`config.mk`:
```
export PLATFORM = sky130hd
export DESIGN_NAME = credit_process_scheduler_top
export DESIGN_NICKNAME = d
export VERILOG_FILES = /design/src/sv/cps_pkg.sv /design/src/sv/cps_ram.sv /design/src/sv/cps_engine.sv /design/src/sv/credit_process_scheduler_top.sv
export VERILOG_INCLUDE_DIRS = /design/src /design/src/sv
export SDC_FILE = /design/constraint.sdc
export NUM_CORES = 2
export LEC_CHECK = 0
export BUFFER_PORTS_ARGS = -buffer_cell sky130_fd_sc_hd__clkbuf_2
export CAP_MARGIN = 20
export CORE_MARGIN = 2
export CORE_UTILIZATION = 50
export CTS_CLUSTER_SIZE = 40
export DETAILED_ROUTE_END_ITERATION = 8
export HOLD_SLACK_MARGIN = 0.15
export PLACE_DENSITY = 0.67
export SYNTH_ARGS = -nofsm -noshare
export SYNTH_HDL_FRONTEND = slang
export SYNTH_HIERARCHICAL = 1
export SYNTH_SLANG_ARGS = --single-unit
```
`constraint.sdc`:
```
create_clock -name i_clk -period 6.8 [get_ports i_clk]
set_input_delay 0.34 -clock i_clk [delete_from_list [all_inputs] [get_ports i_clk]]
set_output_delay 0.34 -clock i_clk [all_outputs]
set_load 0.02 [all_outputs]
```
`src/sv/credit_process_scheduler_top_assert.svh`:
```
// assertion macros shared by the scheduler modules
`ifndef CREDIT_PROCESS_SCHEDULER_TOP_ASSERT_SVH
`define CREDIT_PROCESS_SCHEDULER_TOP_ASSERT_SVH

// same-cycle implication
`define CPS_ASSERT_IMP(label, ante, cons) \
    label: assert property (@(posedge i_clk) disable iff (!i_rst_n) (ante) |-> (cons)) \
        else $error("scheduler assertion failed");

// next-cycle implication
`define CPS_ASSERT_NXT(label, ante, cons) \
    label: assert property (@(posedge i_clk) disable iff (!i_rst_n) (ante) |=> (cons)) \
        else $error("scheduler assertion failed");

`endif

```
`src/sv/cps_pkg.sv`:
```
`timescale 1ns / 1ps
`default_nettype none

package cps_pkg;

    localparam int SLOTS_DEF        = 64;
    localparam int CREDIT_WIDTH_DEF = 16;
    localparam int DEPTH_W          = 8;
    localparam int OP_W             = 3;
    localparam int SLOT_FW          = 6;
    localparam int STATE_FW         = 2;
    localparam int STATUS_W         = 3;

    typedef enum logic [OP_W-1:0] {
        OP_REGISTER   = 3'd0,
        OP_SET_STATE  = 3'd1,
        OP_REAP       = 3'd2,
        OP_ENTER_CRIT = 3'd3,
        OP_EXIT_CRIT  = 3'd4,
        OP_SCHEDULE   = 3'd5
    } t_op;

    typedef enum logic [STATUS_W-1:0] {
        ST_OK      = 3'd0,
        ST_BUSY    = 3'd1,
        ST_FULL    = 3'd2,
        ST_REFUSED = 3'd3,
        ST_NORUN   = 3'd4,
        ST_EMPTY   = 3'd5
    } t_status;

    typedef enum logic [STATE_FW-1:0] {
        RS_UNREADY  = 2'd0,
        RS_STOPPED  = 2'd1,
        RS_RUNNING  = 2'd2,
        RS_AWAITING = 2'd3
    } t_run;

    typedef struct packed {
        logic [STATUS_W-1:0] status;
        logic [SLOT_FW-1:0]  assigned_slot;
        logic [SLOT_FW-1:0]  current_slot;
        logic                switched;
        logic [DEPTH_W-1:0]  critical_depth;
    } t_result;

endpackage

`default_nettype wire

```
`src/sv/cps_ram.sv`:
```
`timescale 1ns / 1ps
`default_nettype none

module cps_ram #(
    parameter int WIDTH = 8,
    parameter int DEPTH = 64,
    localparam int AW   = (DEPTH > 1) ? $clog2(DEPTH) : 1
) (
    input  wire logic             i_clk,
    input  wire logic             i_we,
    input  wire logic [AW-1:0]    i_waddr,
    input  wire logic [WIDTH-1:0] i_wdata,
    input  wire logic             i_re,
    input  wire logic [AW-1:0]    i_raddr,
    output logic      [WIDTH-1:0] o_rdata
);

    logic [WIDTH-1:0] r_mem [DEPTH];

    always_ff @(posedge i_clk) begin
        if (i_we) begin
            r_mem[i_waddr] <= i_wdata;
        end
        if (i_re) begin
            o_rdata <= r_mem[i_raddr];
        end
    end

endmodule

`default_nettype wire

```
`src/sv/cps_engine.sv`:
```
`timescale 1ns / 1ps
`default_nettype none

`include "credit_process_scheduler_top_assert.svh"

module cps_engine #(
    parameter int SLOTS        = cps_pkg::SLOTS_DEF,
    parameter int CREDIT_WIDTH = cps_pkg::CREDIT_WIDTH_DEF,
    localparam int SW = $clog2(SLOTS),
    localparam int CW = CREDIT_WIDTH,
    localparam int DW = CW + cps_pkg::DEPTH_W + cps_pkg::STATE_FW + 1
) (
    input  wire logic                          i_clk,
    input  wire logic                          i_rst_n,
    input  wire logic                          i_in_valid,
    output logic                               o_in_ready,
    input  wire logic [cps_pkg::OP_W-1:0]      i_operation,
    input  wire logic [cps_pkg::SLOT_FW-1:0]   i_slot,
    input  wire logic                          i_use_given_slot,
    input  wire logic [cps_pkg::STATE_FW-1:0]  i_new_state,
    input  wire logic                          i_res_free,
    output logic                               o_res_done,
    output cps_pkg::t_result                   o_res,
    output logic                               o_ram_we,
    output logic      [SW-1:0]                 o_ram_waddr,
    output logic      [DW-1:0]                 o_ram_wdata,
    output logic                               o_ram_re,
    output logic      [SW-1:0]                 o_ram_raddr,
    input  wire logic [DW-1:0]                 i_ram_rdata
);

    localparam int DPW = cps_pkg::DEPTH_W;
    localparam logic [CW-1:0]  CREDIT_MAX = {CW{1'b1}};
    localparam logic [DPW-1:0] DEPTH_MAX  = {DPW{1'b1}};

    typedef enum logic [7:0] {
        S_CLEAR = 8'b0000_0001,
        S_IDLE  = 8'b0000_0010,
        S_RD    = 8'b0000_0100,
        S_CHK   = 8'b0000_1000,
        S_SCAN  = 8'b0001_0000,
        S_INC   = 8'b0010_0000,
        S_RDCUR = 8'b0100_0000,
        S_FIN   = 8'b1000_0000
    } t_state;

    t_state r_state, n_state;
    logic [SW-1:0] r_clr, n_clr;
    logic [SW-1:0] r_cur, n_cur;
    logic          r_pv, n_pv;

    logic [cps_pkg::OP_W-1:0]     r_op, n_op;
    logic [cps_pkg::SLOT_FW-1:0]  r_slot, n_slot;
    logic [cps_pkg::STATE_FW-1:0] r_nst, n_nst;
    logic [cps_pkg::STATUS_W-1:0] r_status, n_status;
    logic [SW-1:0]                r_assigned, n_assigned;
    logic                         r_switched, n_switched;
    logic                         r_free, n_free;
    logic [SW:0]                  r_cnt, n_cnt;
    logic [SW-1:0]                r_paddr, n_paddr;
    logic                         r_found, n_found;
    logic [SW-1:0]                r_best, n_best;
    logic [CW-1:0]                r_bc, n_bc;

    logic                         d_valid;
    logic [cps_pkg::STATE_FW-1:0] d_run;
    logic [CW-1:0]                d_credit;
    logic [DPW-1:0]               d_depth;
    logic [CW-1:0]                inc_credit;
    logic [SW-1:0]                slot_idx;
    logic                         in_ok;
    logic                         issue;
    logic                         scan_end;
    logic                         hit;
    logic                         hit_inc;
    logic [DW-1:0]                new_entry;
    logic [DW-1:0]                boot_entry;

    assign d_valid    = i_ram_rdata[DW-1];
    assign d_run      = i_ram_rdata[DW-2 -: cps_pkg::STATE_FW];
    assign d_credit   = i_ram_rdata[DPW +: CW];
    assign d_depth    = i_ram_rdata[DPW-1:0];
    assign inc_credit = (d_valid && d_credit != CREDIT_MAX) ? d_credit + CW'(1) : d_credit;
    assign slot_idx   = SW'(r_slot);
    assign in_ok      = int'(i_slot) < SLOTS;
    assign issue      = int'(r_cnt) < SLOTS;
    assign scan_end   = !r_pv && (r_cnt == (SW+1)'(SLOTS));
    assign hit        = d_valid && (d_run == cps_pkg::RS_RUNNING)
                        && (!r_found || d_credit > r_bc);
    assign hit_inc    = d_valid && (d_run == cps_pkg::RS_RUNNING)
                        && (!r_found || inc_credit > r_bc);
    assign new_entry  = {1'b1, cps_pkg::RS_STOPPED, {CW{1'b0}}, {DPW{1'b0}}};
    assign boot_entry = {1'b1, cps_pkg::RS_RUNNING, {CW{1'b0}}, {DPW{1'b0}}};

    always_comb begin
        n_state    = r_state;
        n_clr      = r_clr;
        n_cur      = r_cur;
        n_pv       = r_pv;
        n_op       = r_op;
        n_slot     = r_slot;
        n_nst      = r_nst;
        n_status   = r_status;
        n_assigned = r_assigned;
        n_switched = r_switched;
        n_free     = r_free;
        n_cnt      = r_cnt;
        n_paddr    = r_paddr;
        n_found    = r_found;
        n_best     = r_best;
        n_bc       = r_bc;
        o_ram_we    = 1'b0;
        o_ram_waddr = '0;
        o_ram_wdata = '0;
        o_ram_re    = 1'b0;
        o_ram_raddr = '0;
        o_res_done  = 1'b0;

        case (r_state)
            S_CLEAR: begin
                o_ram_we    = 1'b1;
                o_ram_waddr = r_clr;
                o_ram_wdata = (r_clr == '0) ? boot_entry : '0;
                n_clr       = r_clr + SW'(1);
                if (r_clr == SW'(SLOTS - 1)) begin
                    n_state = S_IDLE;
                end
            end
            S_IDLE: begin
                if (i_in_valid) begin
                    n_op       = i_operation;
                    n_slot     = i_slot;
                    n_nst      = i_new_state;
                    n_status   = cps_pkg::ST_OK;
                    n_assigned = '0;
                    n_switched = 1'b0;
                    n_state    = S_RDCUR;
                    case (i_operation)
                        cps_pkg::OP_REGISTER: begin
                            if (i_use_given_slot) begin
                                if (in_ok) begin
                                    n_state = S_RD;
                                end else begin
                                    n_status = cps_pkg::ST_BUSY;
                                end
                            end else begin
                                n_free  = 1'b1;
                                n_cnt   = '0;
                                n_pv    = 1'b0;
                                n_found = 1'b0;
                                n_state = S_SCAN;
                            end
                        end
                        cps_pkg::OP_SET_STATE, cps_pkg::OP_REAP: begin
                            if (in_ok) begin
                                n_state = S_RD;
                            end else begin
                                n_status = cps_pkg::ST_EMPTY;
                            end
                        end
                        cps_pkg::OP_ENTER_CRIT, cps_pkg::OP_EXIT_CRIT,
                        cps_pkg::OP_SCHEDULE: begin
                            n_state = S_RD;
                        end
                        default: begin
                            n_state = S_RDCUR;
                        end
                    endcase
                end
            end
            S_RD: begin
                o_ram_re = 1'b1;
                if (r_op inside {cps_pkg::OP_REGISTER, cps_pkg::OP_SET_STATE,
                                 cps_pkg::OP_REAP}) begin
                    o_ram_raddr = slot_idx;
                end else begin
                    o_ram_raddr = r_cur;
                end
                n_state = S_CHK;
            end
            S_CHK: begin
                n_state = S_RDCUR;
                case (r_op)
                    cps_pkg::OP_REGISTER: begin
                        if (d_valid) begin
                            n_status = cps_pkg::ST_BUSY;
                        end else begin
                            o_ram_we    = 1'b1;
                            o_ram_waddr = slot_idx;
                            o_ram_wdata = new_entry;
                            n_assigned  = slot_idx;
                        end
                    end
                    cps_pkg::OP_SET_STATE: begin
                        if (!d_valid) begin
                            n_status = cps_pkg::ST_EMPTY;
                        end else begin
                            o_ram_we    = 1'b1;
                            o_ram_waddr = slot_idx;
                            o_ram_wdata = {d_valid, r_nst, d_credit, d_depth};
                        end
                    end
                    cps_pkg::OP_REAP: begin
                        if (!d_valid) begin
                            n_status = cps_pkg::ST_EMPTY;
                        end else begin
                            o_ram_we    = 1'b1;
                            o_ram_waddr = slot_idx;
                            o_ram_wdata = {1'b0, i_ram_rdata[DW-2:0]};
                        end
                    end
                    cps_pkg::OP_ENTER_CRIT: begin
                        o_ram_we    = 1'b1;
                        o_ram_waddr = r_cur;
                        o_ram_wdata = {i_ram_rdata[DW-1:DPW],
                                       (d_depth == DEPTH_MAX) ? d_depth : d_depth + DPW'(1)};
                    end
                    cps_pkg::OP_EXIT_CRIT: begin
                        o_ram_we    = 1'b1;
                        o_ram_waddr = r_cur;
                        o_ram_wdata = {i_ram_rdata[DW-1:DPW],
                                       (d_depth == '0) ? d_depth : d_depth - DPW'(1)};
                    end
                    cps_pkg::OP_SCHEDULE: begin
                        if (d_depth != '0) begin
                            n_status = cps_pkg::ST_REFUSED;
                        end else begin
                            o_ram_we    = 1'b1;
                            o_ram_waddr = r_cur;
                            o_ram_wdata = {d_valid, d_run, {CW{1'b0}}, d_depth};
                            n_free      = 1'b0;
                            n_cnt       = '0;
                            n_pv        = 1'b0;
                            n_found     = 1'b0;
                            n_bc        = '0;
                            n_state     = S_SCAN;
                        end
                    end
                    default: begin
                        n_state = S_RDCUR;
                    end
                endcase
            end
            S_SCAN: begin
                if (issue) begin
                    o_ram_re    = 1'b1;
                    o_ram_raddr = r_cnt[SW-1:0];
                    n_cnt       = r_cnt + (SW+1)'(1);
                end
                n_pv    = issue;
                n_paddr = r_cnt[SW-1:0];
                if (r_free) begin
                    if (r_pv && !d_valid) begin
                        o_ram_we    = 1'b1;
                        o_ram_waddr = r_paddr;
                        o_ram_wdata = new_entry;
                        n_assigned  = r_paddr;
                        n_state     = S_RDCUR;
                    end else if (scan_end) begin
                        n_status = cps_pkg::ST_FULL;
                        n_state  = S_RDCUR;
                    end
                end else begin
                    if (r_pv && hit) begin
                        n_found = 1'b1;
                        n_best  = r_paddr;
                        n_bc    = d_credit;
                    end
                    if (scan_end) begin
                        if (!r_found) begin
                            n_status = cps_pkg::ST_NORUN;
                            n_state  = S_RDCUR;
                        end else if (r_bc == '0) begin
                            n_cnt   = '0;
                            n_pv    = 1'b0;
                            n_found = 1'b0;
                            n_state = S_INC;
                        end else begin
                            n_switched = (r_best != r_cur);
                            n_cur      = r_best;
                            n_state    = S_RDCUR;
                        end
                    end
                end
            end
            S_INC: begin
                if (issue) begin
                    o_ram_re    = 1'b1;
                    o_ram_raddr = r_cnt[SW-1:0];
                    n_cnt       = r_cnt + (SW+1)'(1);
                end
                n_pv    = issue;
                n_paddr = r_cnt[SW-1:0];
                if (r_pv) begin
                    o_ram_we    = 1'b1;
                    o_ram_waddr = r_paddr;
                    o_ram_wdata = {d_valid, d_run, inc_credit, d_depth};
                    if (hit_inc) begin
                        n_found = 1'b1;
                        n_best  = r_paddr;
                        n_bc    = inc_credit;
                    end
                end
                if (scan_end) begin
                    if (r_found) begin
                        n_switched = (r_best != r_cur);
                        n_cur      = r_best;
                    end else begin
                        n_status = cps_pkg::ST_NORUN;
                    end
                    n_state = S_RDCUR;
                end
            end
            S_RDCUR: begin
                o_ram_re    = 1'b1;
                o_ram_raddr = r_cur;
                n_state     = S_FIN;
            end
            S_FIN: begin
                if (i_res_free) begin
                    o_res_done = 1'b1;
                    n_state    = S_IDLE;
                end
            end
            default: begin
                n_state = S_CLEAR;
            end
        endcase
    end

    assign o_in_ready           = (r_state == S_IDLE);
    assign o_res.status         = r_status;
    assign o_res.assigned_slot  = cps_pkg::SLOT_FW'(r_assigned);
    assign o_res.current_slot   = cps_pkg::SLOT_FW'(r_cur);
    assign o_res.switched       = r_switched;
    assign o_res.critical_depth = d_depth;

    always_ff @(posedge i_clk) begin
        if (!i_rst_n) begin
            r_state <= S_CLEAR;
            r_clr   <= '0;
            r_cur   <= '0;
            r_pv    <= 1'b0;
        end else begin
            r_state <= n_state;
            r_clr   <= n_clr;
            r_cur   <= n_cur;
            r_pv    <= n_pv;
        end
    end

    always_ff @(posedge i_clk) begin
        r_op       <= n_op;
        r_slot     <= n_slot;
        r_nst      <= n_nst;
        r_status   <= n_status;
        r_assigned <= n_assigned;
        r_switched <= n_switched;
        r_free     <= n_free;
        r_cnt      <= n_cnt;
        r_paddr    <= n_paddr;
        r_found    <= n_found;
        r_best     <= n_best;
        r_bc       <= n_bc;
    end

    `CPS_ASSERT_IMP(a_idle_no_write, r_state == S_IDLE, !o_ram_we)
    `CPS_ASSERT_IMP(a_no_rw_clash, o_ram_we && o_ram_re, o_ram_waddr != o_ram_raddr)
    `CPS_ASSERT_NXT(a_accept_leaves_idle, i_in_valid && o_in_ready, r_state != S_IDLE)

endmodule

`default_nettype wire

```
`src/sv/credit_process_scheduler_top.sv`:
```
// Credit-based process scheduler. Slot entries (valid, run state, credit, preempt depth) live
// in one dual-port RAM with registered read; one request is worked on at a time. After reset
// a clearing pass through every slot initializes the table (slot zero valid and running) before
// the first request is taken. Set state, reap, enter and exit critical and register with a
// given slot read one entry and, where allowed, write it back. Register with a free-slot search
// steps the RAM read port through the table until a free slot is found or the table ends.
// Schedule steps it once through the table to find the best slot and, when no running slot
// has credit, makes a second pass that adds a credit to every valid slot and picks again. A
// finished result is held in an output register while the next request is accepted.
`timescale 1ns / 1ps
`default_nettype none

`include "credit_process_scheduler_top_assert.svh"

module credit_process_scheduler_top #(
    parameter int SLOTS        = cps_pkg::SLOTS_DEF,
    parameter int CREDIT_WIDTH = cps_pkg::CREDIT_WIDTH_DEF
) (
    input  wire logic                          i_clk,
    input  wire logic                          i_rst_n,
    input  wire logic                          i_in_valid,
    output logic                               o_in_ready,
    input  wire logic [cps_pkg::OP_W-1:0]      i_operation,
    input  wire logic [cps_pkg::SLOT_FW-1:0]   i_slot,
    input  wire logic                          i_use_given_slot,
    input  wire logic [cps_pkg::STATE_FW-1:0]  i_new_state,
    output logic                               o_out_valid,
    input  wire logic                          i_out_ready,
    output logic      [cps_pkg::STATUS_W-1:0]  o_status,
    output logic      [cps_pkg::SLOT_FW-1:0]   o_assigned_slot,
    output logic      [cps_pkg::SLOT_FW-1:0]   o_current_slot,
    output logic                               o_switched,
    output logic      [cps_pkg::DEPTH_W-1:0]   o_critical_depth
);

    localparam int SW = $clog2(SLOTS);
    localparam int DW = CREDIT_WIDTH + cps_pkg::DEPTH_W + cps_pkg::STATE_FW + 1;

    logic             ram_we;
    logic [SW-1:0]    ram_waddr;
    logic [DW-1:0]    ram_wdata;
    logic             ram_re;
    logic [SW-1:0]    ram_raddr;
    logic [DW-1:0]    ram_rdata;
    logic             res_free;
    logic             res_done;
    cps_pkg::t_result res;

    logic             r_out_valid;
    cps_pkg::t_result r_out;

    assign res_free = !r_out_valid || i_out_ready;

    cps_engine #(
        .SLOTS        (SLOTS),
        .CREDIT_WIDTH (CREDIT_WIDTH)
    ) u_engine (
        .i_clk            (i_clk),
        .i_rst_n          (i_rst_n),
        .i_in_valid       (i_in_valid),
        .o_in_ready       (o_in_ready),
        .i_operation      (i_operation),
        .i_slot           (i_slot),
        .i_use_given_slot (i_use_given_slot),
        .i_new_state      (i_new_state),
        .i_res_free       (res_free),
        .o_res_done       (res_done),
        .o_res            (res),
        .o_ram_we         (ram_we),
        .o_ram_waddr      (ram_waddr),
        .o_ram_wdata      (ram_wdata),
        .o_ram_re         (ram_re),
        .o_ram_raddr      (ram_raddr),
        .i_ram_rdata      (ram_rdata)
    );

    cps_ram #(
        .WIDTH (DW),
        .DEPTH (SLOTS)
    ) u_slot_ram (
        .i_clk   (i_clk),
        .i_we    (ram_we),
        .i_waddr (ram_waddr),
        .i_wdata (ram_wdata),
        .i_re    (ram_re),
        .i_raddr (ram_raddr),
        .o_rdata (ram_rdata)
    );

    always_ff @(posedge i_clk) begin
        if (!i_rst_n) begin
            r_out_valid <= 1'b0;
        end else if (res_done) begin
            r_out_valid <= 1'b1;
        end else if (i_out_ready) begin
            r_out_valid <= 1'b0;
        end
    end

    always_ff @(posedge i_clk) begin
        if (res_done) begin
            r_out <= res;
        end
    end

    assign o_out_valid      = r_out_valid;
    assign o_status         = r_out.status;
    assign o_assigned_slot  = r_out.assigned_slot;
    assign o_current_slot   = r_out.current_slot;
    assign o_switched       = r_out.switched;
    assign o_critical_depth = r_out.critical_depth;

    `CPS_ASSERT_IMP(a_no_result_overwrite, res_done, !r_out_valid || i_out_ready)

endmodule

`default_nettype wire
```
==> summary.md <==
| Metric | Value |
|---|---|
| Synth cell types | `86` |
| Clock Tree Root | `clkbuf_16` |
| Post-route cell area | `83450 sq um` |
| Hold Fails Final Rpt | `0` |
| Logic gate share of total power | `0.038` |
| Largest net degree at the start of global routing | `88` |
| Worst Hold Slack | `around 0.27 ns` |
| Number of I/O pins | `42` |
| Achievable Freq | `0.1830 GHz` |
| Number of maximum-capacitance constraint violations | `0` |
| First-pass GRT wire length | `268400 microns` |
| Clock edge transition at the registers on the reported setup and hold paths | `roughly 0.06 ns` |
| Nets@finish | `around 4000` |
| Critical R2R Capture | `u_slot_ram/o_rdata[0]$_DFFE_PP_` |
| Sw frac | `0.2063` |
| Number of cells on the worst hold path | `2` |
| Number of vias in the routed layout | `38242` |
| Worst-Skew Late Latency | `roughly 0.80 ns` |
| Main combinational cell family by area after synthesis | `multiplexers` |
| Post-synthesis sequential element count | `around 1900` |
| Type of origin of the critical path | `flop` |
| Slew headroom | `0.2317` |
| Clock Power Share | `0.412` |
| Final clock skew | `~0.032 ns` |
| Final total power | `23.31 mW` |
| Xor-xnor portion of the synthesized cell area | `0.003780` |
| Area growth, synth to finish | `12.56%` |
| Worst path required time | `about 7.3 ns` |
| Worst VDD drop | `226.5 uV` |
| Number of clock buffers inserted by TritonCTS | `179` |
| Dominant synthesized flop cell | `edfxtp_1` |
| Synthesis warning total | `6` |
| Via count of the first global-routing pass | `~37000` |
| Share of the yosys chip area belonging to registers | `0.7500` |
| Gr ovfl total | `0` |
| Dpl cell area | `77490 sq um` |
| Number of detailed-route iterations in the first pass | `6` |
| Static power due to leakage | `roughly 24 nW` |
| Total count of max-transition violations in the final report | `0` |
| Fraction of final layout cells sized beyond drive strength 1 | `0.2303` |
| Mean area per synthesized cell | `just under 20 sq um` |
| Switching power | `roughly 4.8 mW` |
| Area of the core region | `around 150000 sq um` |
| Path class of the lowest-slack min-delay path | `input port to flop` |
| Part of the cycle the worst path needs | `0.8036` |
| Total die area | `about 150000 sq um` |
| Synth Area in Compound Gates | `0.04568` |
| Most area-hungry cell type in the Yosys netlist | `edfxtp_1` |
| Share of synthesized registers carrying an async set or reset | `0` |
| Startpoint of the worst register-to-register path | `u_engine/r_state[6]$_SDFFE_PN0P_` |
| Weighted congestion reported at the end of routability-driven placement | `roughly 0.90` |
| Number of filler cells placed in the layout | `approximately 11000` |
| CTS tree | `built` |
| Worst r2r path cells | `11` |
| Top fanout value on the critical path | `between 60 and 70` |
| Total wire length after detailed routing | `between 150000 and 200000 microns` |
| Run status | `completed` |
| Avg Vias per Cell | `between 6 and 7` |
| Post-Route Setup TNS | `0 ns` |
| Worst Hold Path EP | `u_engine/r_slot[5]$_DFFE_PP_` |
| Die Y-Extent | `between 300 and 400 microns` |
| Cells taking the most area after synthesis | `edfxtp_1, mux4_2, mux2i_1` |
| Starting density of the core | `0.5027` |
| EDFF count, synth | `1837` |
| Number of core rows | `roughly 140` |
| Detailed-route wire length per cell | `between 30 and 40 microns` |
| Register share of total power | `0.549` |
| Post-route antenna net violation count | `0` |
| Critical Path End Type | `flop` |
| Origin of the worst min-delay path | `i_slot[5]` |
| Simple-gate share of the synthesized area | `0.02879` |
| Synthesized net count | `roughly 3800` |
| Worst-margin pin slew | `roughly 1.1 ns` |
| TritonCTS sink count | `between 1500 and 2000` |
| Antenna violations before repair | `18` |
| Number of cells produced by synthesis | `3747` |
| Number of port buffers | `41` |
| Adder and majority gate portion of the synthesized area | `0.006919` |
| Flop2flop setup slack | `about 1.3 ns` |
| Post-DP HPWL | `110700 microns` |
| Total global routing track utilization | `0.2477` |
| Final Core Density | `0.5658` |
| Minimum clock period | `5.465 ns` |
| Post-CTS Repair Setup Buffers | `0` |
| Final setup fails | `0` |
| Worst setup path category | `flop to flop` |
| WP data arrival | `between 5 and 6 ns` |
| Top cell type's share of synthesized area | `0.7440` |
| DRC violations left | `0` |
| H-tree depth reported by CTS | `4` |
| Internal power contribution | `about 19 mW` |
| Most used standard cells in the synthesized netlist | `edfxtp_1, mux4_2, mux2i_1` |
| Power Density | `approximately 280 nW/um^2` |
| RSZ-0062 raised after global routing | `no` |
| Mux share of post-synthesis cell area | `0.1471` |
| Most instantiated library cell after synthesis | `edfxtp_1` |
| Horizontal extent of the die | `a little under 400 microns` |
| Number of violations reported at the end of detailed-routing iteration 0 | `approximately 5400` |
| Maximum clock insertion buffer count | `3` |
| Syn Std Cell Area | `74140 sq um` |
-- cell families (layout without fill, tap and decap cells) --
logic type | Yosys count | in the layout
other | 0 | 3
AO/OA/AOI/OAI | 499 | 499
flip-flops | 1859 | 1859
multiplexers | 620 | 620
buffers and inverters | 270 | 539
XOR/XNOR | 32 | 32
adder cells (fa/ha/maj) | 41 | 41
AND/OR/NAND/NOR | 426 | 426
-- power by group through the flow --
stage | clock (mW) | combinational (mW) | sequential [mW]
floorplan | 0 | 0.403 | 13.1
global placement | 0 | 0.829 | 13.0
detailed placement | 0 | 0.850 | 13.0
CTS | 9.76 | 0.858 | 12.8
global route | 10.2 | 0.933 | 12.8
finish | 9.61 | 0.897 | 12.8
-- sequential cells by signal, indices dropped and copies added, names as in the netlist, 6 cells and up --
| register | cells |
|---|---|
| u_engine/r_slot | 6 |
| u_engine/r_paddr | 6 |
| u_slot_ram/o_rdata | 27 |
| u_engine/r_cur | 6 |
| o_assigned_slot | 6 |
| u_engine/r_best | 6 |
| o_critical_depth | 8 |
| u_engine/r_clr | 6 |
| u_engine/r_assigned | 6 |
| o_current_slot | 6 |
| u_engine/r_bc | 16 |
| u_engine/r_cnt | 7 |
| u_engine/r_state | 8 |
| u_slot_ram/r_mem | 1728 |
-- critical path: stages (launching register included) --
cell	delay [ns]
dfxtp_1	0.41
nor4_4	0.49
and2_1	0.29
o21ai_2	0.21
inv_1	0.34
a222oi_1	0.22
inv_8	0.62
buf_4	0.45
mux4_2	0.55
mux4_2	0.58
o22ai_1	0.67
a211oi_1	0.20
-- layout by cell type (no fill, tap or decap), drive strengths merged, types with 6 or more instances in the layout --
cell type    netlist  final
edfxtp          1837   1837
mux4             374    374
clkbuf            90    267
mux2i            230    230
nor2             151    151
buf              135    117
o21ai            111    111
a22oi             86     86
nand2             83     83
clkinv             1     67
a31oi             64     64
o22ai             49     49
inv               44     49
a21oi             45     45
o31ai             43     43
ha                41     41
nand3             37     37
and3              23     23
dfxtp             22     22
nor4              20     20
nor3              19     19
a211oi            19     19
o22a              17     17
bufinv             0     16
dlygate4sd3        0     16
xor2              16     16
xnor2             16     16
mux2              16     16
nand4             15     15
nor2b             13     13
nand2b            12     12
a22o              12     12
nand3b            11     11
clkinvlp           0      7
a222oi             7      7
nor3b              7      7
or2                7      7
or3                6      6
o211ai             6      6
and2               6      6
-- area by class of cell --
class	count	area, sq um	share of cell area
sequential	1859	55600	0.6663
multi-input combinational	1618	18050	0.2163
clock buffer	225	4715	0.05650
tap	1930	2415	0.02894
timing repair buffer	175	1584	0.01898
clock inverter	94	883.3	0.01059
inverter	45	193.9	0.002324
antenna	3	7.507	0.00008996
-- routing by layer --
layer	track usage	wire length, microns	vias to the layer above
li1	-	-	15803
met1	0.3713	77610	20124
met2	0.3732	86150	2041
met3	0.04347	17860	270
met4	0.07949	5880	4
met5	0	29	-
-- how the worst max path moves through the flow --
stage,from,cells after the start,end
after global placement,u_slot_ram/o_rdata[14]$_DFFE_PP_,12,u_engine/r_best[5]$_DFFE_PP_
after CTS,u_slot_ram/o_rdata[14]$_DFFE_PP_,12,u_engine/r_best[2]$_DFFE_PP_
after global routing,u_engine/r_state[4]$_SDFFE_PN0P_,11,u_slot_ram/o_rdata[0]$_DFFE_PP_
after detailed placement,u_slot_ram/o_rdata[14]$_DFFE_PP_,12,u_engine/r_best[2]$_DFFE_PP_
final,u_engine/r_state[6]$_SDFFE_PN0P_,11,u_slot_ram/o_rdata[0]$_DFFE_PP_
after floorplan,u_engine/r_state[7]$_SDFFE_PN0P_,6,u_slot_ram/r_mem[0][24]$_DFFE_PP_
-- metrics by stage --
step / std cells / setup slack, ns
after global placement: 5598 / 1.362
after floorplan: 3747 / 0.4411
after CTS: 5937 / 1.339
after global routing: 5946 / 1.203
after detailed placement: 5602 / 1.351
final: 5949 / 1.335
-- timing repair --
| action | CTS | global route |
|---|---|---|
| hold endpoints to repair | 47 | 0 |
| hold buffers | 16 | 0 |
| setup endpoints to repair | 0 | 0 |
| resized for setup | 0 | 0 |
Note: power is estimated with default switching activity, not from simulation.
